File: config.mk
export PLATFORM = sky130hd
export DESIGN_NAME = bsa_cell
export DESIGN_NICKNAME = d
export VERILOG_FILES = /design/src/design/bsa_pkg.sv /design/src/design/bsa_cell.sv
export SDC_FILE = /design/constraint.sdc
export NUM_CORES = 1
export LEC_CHECK = 0
export ABC_AREA = 1
export BUFFER_PORTS_ARGS = -buffer_cell sky130_fd_sc_hd__buf_4
export CORE_AREA = 2 2 103 105
export DETAILED_ROUTE_END_ITERATION = 7
export DIE_AREA = 0 0 105 107
export GPL_TIMING_DRIVEN = 1
export PLACE_DENSITY = 0.77
export SKIP_CTS_REPAIR_TIMING = 1
export SYNTH_ARGS = -nofsm -noshare
export SYNTH_HDL_FRONTEND = slang
export SYNTH_SLANG_ARGS = --single-unit
File: constraint.sdc
create_clock -name clk_i -period 7.3 [get_ports clk_i]
set_input_delay 1.46 -clock clk_i [delete_from_list [all_inputs] [get_ports clk_i]]
set_output_delay 1.46 -clock clk_i [all_outputs]
set_load 0.05 [all_outputs]
File: src/design/bsa_pkg.sv
// Shared types and codes for the budgeted slot allocator.
package bsa_pkg;

  localparam int NUM_SLOTS = 16;
  localparam int LIVE_W    = $clog2(NUM_SLOTS + 1);
  localparam int KEY_W     = 32;
  localparam int COST_W    = 42;
  localparam int BYTES_W   = 48;

  localparam logic [1:0] KIND_ALLOC  = 2'd0;
  localparam logic [1:0] KIND_FREE   = 2'd1;
  localparam logic [1:0] KIND_LOOKUP = 2'd2;

  localparam logic [1:0] ST_OK     = 2'd0;
  localparam logic [1:0] ST_EXISTS = 2'd1;
  localparam logic [1:0] ST_OOM    = 2'd2;

  localparam logic [1:0] CFG_BUDGET = 2'd0;
  localparam logic [1:0] CFG_LAYERS = 2'd1;
  localparam logic [1:0] CFG_HIDDEN = 2'd2;

  // One slot of the age-ordered chain
  typedef struct packed {
    logic              valid;
    logic [KEY_W-1:0]  key;
    logic [COST_W-1:0] cost;
  } entry_t;

endpackage

File: src/design/bsa_cell.sv
// One slot cell of the age chain: compare, shift from right neighbor, append.
module bsa_cell (
  input  logic                     clk_i,
  input  logic                     rst_ni,
  input  logic [bsa_pkg::KEY_W-1:0] id_i,
  input  logic                     drop_en_i,
  input  logic                     shift_i,
  output logic                     shift_o,
  input  bsa_pkg::entry_t          nbr_i,
  input  logic                     wr_en_i,
  input  bsa_pkg::entry_t          wr_i,
  output bsa_pkg::entry_t          ent_o,
  output logic                     match_o
);
  import bsa_pkg::*;

  entry_t            ent_d;
  logic              valid_q;
  logic [KEY_W-1:0]  key_q;
  logic [COST_W-1:0] cost_q;

  assign match_o = valid_q && (key_q == id_i);
  // from the dropped slot on, every cell takes its right neighbor's entry
  assign shift_o = shift_i | (drop_en_i & match_o);
  assign ent_o   = '{valid: valid_q, key: key_q, cost: cost_q};

  always_comb begin
    ent_d = ent_o;
    if (shift_o) begin
      ent_d = nbr_i;
    end else if (wr_en_i) begin
      ent_d = wr_i;
    end
  end

  always_ff @(posedge clk_i or negedge rst_ni) begin
    if (!rst_ni) begin
      valid_q <= 1'b0;
    end else begin
      valid_q <= ent_d.valid;
    end
  end

  always_ff @(posedge clk_i) begin
    key_q  <= ent_d.key;
    cost_q <= ent_d.cost;
  end

endmodule

==> impl_metrics.yaml, run 1 <==
die:
  die_h_um: 107
  start_util_pct: 40.2
  core_um2: 10100
  die_w_um: 105
  num_rows: 37
  die_area_um2: 11200
  num_io_pins: 264
logic_synthesis:
  synth_fp_nets: 697
  synthTopCellsByArea: "edfxtp_1 55%, nand2_1 28%, inv_1 4.7%, buf_4 2.0%, nor2_1 1.9%"
  yosysWarnings: 0
  yosysTopAreaCellShare_pct: 54.8
  synth_top_cell_by_area: "edfxtp_1"
  synth-edff-count: 74
  avgSynthCellArea_um2: 7.95
  syn_area_um2: 4050
  async_flop_share_pct: 1.33
  synth-main-ff-cell: "edfxtp_1"
  ys_types: 22
  syn-instance-count: 510
  ys_ff_latch: 75
  synth_common_cells: "302 x nand2_1, 74 x edfxtp_1, 51 x inv_1"
  yosysMostFrequentCell: "nand2_1"
  seq_area_frac_synth_pct: 55.4
critical_path:
  critical_path.cell_chain: "buf_4 -> nor2_1 -> nor2_1 -> nor2_1 -> nand2_1 -> nor2_1 -> nand2_1 -> nor2_1 -> nand3_1 -> nand2_2 -> buf_4 -> buf_4"
  worstPathArrival_ns: 3.53
  critPathBufInv: 3
  critPathMostFrequentCell: "nor2_1"
  start_kind: "input pin"
  slowest_stage: "buf_4"
  worst_path_largest_cell_delay_ns: 0.51
  cp.required_ns: 5.84
  crit_type: "input pin to output pin"
  cpLargestDelayFamily: "simple AND/OR/NAND/NOR gates"
  cp-end-kind: "output pin"
  crit_fanout: 53
sta:
  fin_crit_ns: 4.99
  tns_ns: 0
  fin_ws_ns: 2.31
  skew_ns: 0.00917
  rsz0062_at_grt: "no"
  setup_viol: 0
  final-hold-violation-count: 0
  tightest_slew_ns: 1.18
  slew_headroom_pct: 21.1
  max_freq_mhz: 200
  report.final.slew_viol_count: 0
  period_share_pct: 68.4
final_layout:
  syn_to_final_growth_pct: 56.7
  num-nets-final: 955
  antennaDiodeCount: 0
  fillers: 909
  post-route-util_pct: 62.9
  design_area_um2: 6350
  drive_gt1_share_pct: 37.0
min_path:
  hp-class: "register to register"
routing:
  first_pass_iters: 4
  route.detailed.drc: 0
  wire_per_inst_um: 13.8
  drt_iter0_markers: 271
  via_count: 4136
  routed_wl_um: 12600
  ant_nets: 0
  viasPerCell: 4.55
power:
  pwr-share-comb_pct: 31.4
  power.density_nw_per_um2: 220
  switchingPower_uw: 452
  clock_power_share_pct: 28.9
  vdd_drop_max_mv: 0.0985
  power_leakage_nw: 3.42
  power_frac_seq_pct: 39.8
  sw_frac_of_total_pct: 32.3
  p_int_uw: 948
run:
  max_cap_violations: 0
clock_network:
  cts_tree: "built"
  h-tree-depth: 3
  cts_inserted_buffers: 9
  clk_latency_ns: 0.33
  cts.sinks: 75
  root_buffer: "clkbuf_8"
  clk_pin_slew_ns: 0.07
  clockBufferDepth: 2
global_routing:
  grt_usage_pct: 21.7
  grt_pass1_wl_um: 19000
  grt_overflow: 0
  grt_pass1_vias: 4001
  grt_max_degree: 76
  antenna_found_initial: 0
placement:
  placed_area_um2: 6090
  port_buffers: 263
  dp_hpwl_um: 10300
  finalWeightedCongestion: 0.905
  preCtsSetupSlack_ns: 2.32
status:
  status: "completed"
==> power by group through the flow <==
stage	clock, mW	sequential [mW]	combinational (mW)
floorplan	0	0.726	0.0986
global placement	0	0.565	0.437
detailed placement	0	0.566	0.441
CTS	0.414	0.557	0.442
global route	0.436	0.562	0.467
finish	0.404	0.556	0.439
==> cells in the final DEF (no fill, tap or decap) <==
master / count
nand2_1: 301
buf_4: 264
edfxtp_1: 74
inv_1: 51
nor2_1: 21
nand4_1: 12
clkbuf_8: 9
nand3_1: 7
xnor2_1: 6
or2_2: 5
bufinv_16: 4
nor3_1: 3
inv_2: 2
o2111ai_1: 2
clkinv_1: 2
nand3b_1: 1
nor3b_1: 1
nor4_1: 1
o211ai_1: 1
a21boi_0: 1
o22ai_1: 1
nand2_2: 1
nand2_4: 1
clkbuf_1: 1
dfrtp_1: 1
==> final cells by class <==
cell class,count,area [µm²],area share (%)
sequential,75,2250,35.4
clock buffer,10,128,2.01
inverter,53,199,3.13
clock inverter,6,128,2.01
timing repair buffer,264,1980,31.2
tap,136,170,2.68
multi-input combinational,365,1500,23.6
==> worst paths after layout <==
kind                       slack (ns)      from  cells past startpoint   endpoint
setup / recovery                 2.31  id_i[20]                     12    shift_o
hold / removal                   0.66   valid_q                      2    valid_q
setup reg to reg                 3.53  key_q[2]                      9  key_q[19]
hold reg to reg                  0.66   valid_q                      2    valid_q
max in group asynchronous        6.33    rst_ni                      1    valid_q
min in group asynchronous        0.89    rst_ni                      1    valid_q
==> metrics by stage <==
step	total power [mW]	std cells	hold slack, ns
detailed placement	1.01	893	0.662
CTS	1.41	909	0.674
floorplan	0.824	510	0.528
global route	1.46	909	0.683
global placement	1.00	893	0.669
finish	1.40	909	0.660
==> kinds of logic after synthesis <==
| group | Yosys count | synth area share [%] |
|---|---|---|
| AOI/OAI and AO/OA | 5 | 0.957 |
| DFF | 75 | 55.4 |
| and+or+nand+nor | 354 | 34.5 |
| buffers and inverters | 70 | 7.84 |
| xor gates and xnor gates | 6 | 1.30 |
==> sequential cells by signal (all words and copies together), names as in the netlist <==
signal	count
valid_q	1
key_q	32
cost_q	42
==> routing by layer <==
| layer | part of all wire [%] | global-route usage [%] | vias to the layer above | routed length, µm |
|---|---|---|---|---|
| met2 | 53 | 41.9 | 172 | 6710 |
| met4 | 1.2 | 5.90 | 0 | 147 |
| met3 | 7.2 | 5.71 | 13 | 903 |
| li1 | - | - | 2106 | - |
| met1 | 38 | 23.3 | 1845 | 4810 |
| met5 | 0 | 0 | - | 0 |
==> worst min-delay path, stage by stage (launching register included) <==
cell     delay [ns]
dfrtp_1        0.45
nand4_1        0.11
nand2_1        0.06
(Power assumes the default switching activity.)
==> run 2: changes to the inputs <==
ABC_AREA = 0   (was 1)
CORE_AREA = default   (was 2 2 103 105)
CORE_MARGIN = 2   (was default)
CORE_UTILIZATION = 37   (was default)
DIE_AREA = default   (was 0 0 105 107)
clock period = 4.5 ns   (was 7.3 ns; I/O delays follow)
==> run 2 against run 1 <==
  * Synthesized area is 9.6% lower
  * Flip-flop and latch count stayed put
  * Total power is 47% higher
  * Worst hold slack got worse by 0.34 ns
  * Die area shrank 4.6%
  * Synthesized cell count decreased by 59%
  * Sequential share of layout area is 2.2 points higher
  * Combinational power is 53% higher
  * Setup slack worse by 1.4 ns
  * Critical path depth decreased by 4
  * Non-clock buffer count increased by 2
  * Critical endpoint unchanged
  * Largest power group unchanged
==> impl_metrics.yaml, run 2 <==
global_routing:
  grt_pass1_wl_um: 15700
  grt_most_used_layer: "met2"
  grt_max_degree: 56
  met2_usage_pct: 35.4
  grt_overflow: 0
  grt_pass1_vias: 3069
  antenna_found_initial: 0
  grt_usage_pct: 19.2
  grt_use_met1_pct: 19.7
  grtUsageMet3_pct: 6.10
final_layout:
  design_area_um2: 5980
  top_register: "cost_q"
  syn_to_final_growth_pct: 63.2
  reg_top3: "cost_q: 42 flops, key_q: 32 flops, valid_q: 1 flops"
  drive_gt1_share_pct: 73.8
  num-nets-final: 666
  largest_reg_flops: 42
  layout_common_cells: "265 x buf_4, 74 x edfxtp_1, 48 x mux2_2, 28 x mux2_4, 17 x xor2_1"
  antennaDiodeCount: 0
  layout.cells.non_filler: 617
  mostFrequentLayoutCell: "buf_4"
routing:
  first_pass_iters: 4
  via_count: 2821
  viasPerCell: 4.57
  wire_per_inst_um: 16.8
  ant_nets: 0
  route.detailed.drc: 0
  routed_wl_um: 10400
  drt_iter0_markers: 78
clock_network:
  h-tree-depth: 3
  cts_inserted_buffers: 9
  clk_pin_slew_ns: 0.07
  clockBufferDepth: 2
  root_buffer: "clkbuf_8"
  cts.sinks: 75
  cts_tree: "built"
  clk_latency_ns: 0.33
placement:
  preCtsSetupSlack_ns: 0.730
  dp_hpwl_um: 8270
  placed_area_um2: 5800
  port_buffers: 263
  dp_cells: 601
  finalWeightedCongestion: 0.802
power:
  power.density_nw_per_um2: 344
  power_frac_seq_pct: 43.6
  switchingPower_uw: 667
  vdd_drop_max_mv: 0.162
  pwr-share-comb_pct: 32.7
  clock_power_share_pct: 23.7
  power_leakage_nw: 2.70
  p_int_mw: 1.39
  sw_frac_of_total_pct: 32.4
min_path:
  hp-class: "input pin to async pin"
critical_path:
  crit_fanout: 22
  worst_path_largest_cell_delay_ns: 0.68
  start_kind: "input pin"
  cp.required_ns: 3.60
  critPathBufInv: 4
  cp-end-kind: "output pin"
  crit_type: "input pin to output pin"
  critPathMostFrequentCell: "buf_4"
  worstPathArrival_ns: 2.71
  critical_path.cell_chain: "buf_4 -> xnor2_1 -> nand3_1 -> nor4_1 -> a41oi_4 -> buf_4 -> inv_1 -> buf_4"
  cpLargestDelayFamily: "simple AND/OR/NAND/NOR gates"
  slowest_stage: "nor4_1"
run:
  max_cap_violations: 0
die:
  die_h_um: 104
  num_rows: 36
  core_um2: 9680
  die_w_um: 104
  num_io_pins: 264
  start_util_pct: 37.8
  die_area_um2: 10700
logic_synthesis:
  synth-main-ff-cell: "edfxtp_1"
  synth_fp_nets: 398
  seq_area_frac_synth_pct: 61.3
  ys_ff_latch: 75
  avgSynthCellArea_um2: 17.4
  synth_common_cells: "74 x edfxtp_1, 48 x mux2_2, 28 x mux2_4"
  yosysTopAreaCellShare_pct: 60.6
  synth-edff-count: 74
  yosysWarnings: 0
  syn-instance-count: 211
  syn_area_um2: 3660
  async_flop_share_pct: 1.33
  synth_top_cell_by_area: "edfxtp_1"
  yosysMostFrequentCell: "edfxtp_1"
  ys_types: 21
  synthTopCellsByArea: "edfxtp_1 61%, mux2_2 15%, mux2_4 11%, xor2_1 4.1%, xnor2_1 3.1%"
sta:
  final-hold-violation-count: 0
  setup_viol: 0
  fin_crit_ns: 3.61
  fin_ws_ns: 0.891
  tightest_slew_ns: 0.860
  max_freq_mhz: 277
  tns_ns: 0
  slew_headroom_pct: 42.7
  period_share_pct: 80.2
  report.final.slew_viol_count: 0
  rsz0062_at_grt: "no"
  skew_ns: 0.00811
status:
  status: "completed"
run 2: worst paths after layout:
path / start / endpoint / slack [ns] / depth (start not counted)
setup / recovery: id_i[20] / shift_o / 0.89 / 8
hold / removal: rst_ni / valid_q / 0.32 / 1
setup reg to reg: key_q[20] / key_q[12] / 1.33 / 7
hold reg to reg: valid_q / valid_q / 0.78 / 2
max in group asynchronous: rst_ni / valid_q / 4.10 / 1
min in group clk_i: valid_q / valid_q / 0.78 / 2
run 2: final cells by class:
class,count,area [µm²]
Fill cell,783,3700
Sequential cell,75,2250
Timing Repair Buffer,266,2010
Multi-Input combinational cell,124,1360
Tap cell,133,166
Clock buffer,10,128
Clock inverter,6,56.3
Inverter,3,11.3
run 2: kinds of logic (layout without fill, tap and decap cells):
kind of cell           after synthesis  in the layout  synth area share [%]
multiplexers                        76             76                  26.2
AO/OA/AOI/OAI                        3              3                 0.546
XOR/XNOR                            30             30                  7.17
buffers and inverters               12            285                  2.18
AND/OR/NAND/NOR                     15             15                  2.56
flip-flops                          75             75                  61.3
run 2: power by group through the flow:
stage               Sequential (mW)  Combinational (mW)  Clock [mW]
floorplan                      1.18               0.135           0
global placement              0.912               0.668           0
detailed placement            0.915               0.678           0
CTS                           0.899               0.679       0.504
global route                  0.907               0.703       0.531
finish                        0.898               0.673       0.488
run 2: metal layers:
layer,part of all wire (%),vias up
met5,0,-
met4,2.5,0
met3,8.2,21
met2,54,153
met1,35,1309
li1,-,1338
run 2: stage by stage:
stage                     util [%]  hold slack [ns]  total power, mW
after floorplan                  -            0.604             1.31
after global placement        59.9            0.677             1.58
after detailed placement      59.9            0.678             1.59
after CTS                     61.8            0.301             2.08
after global routing          61.8            0.297             2.14
final                         61.8            0.323             2.06
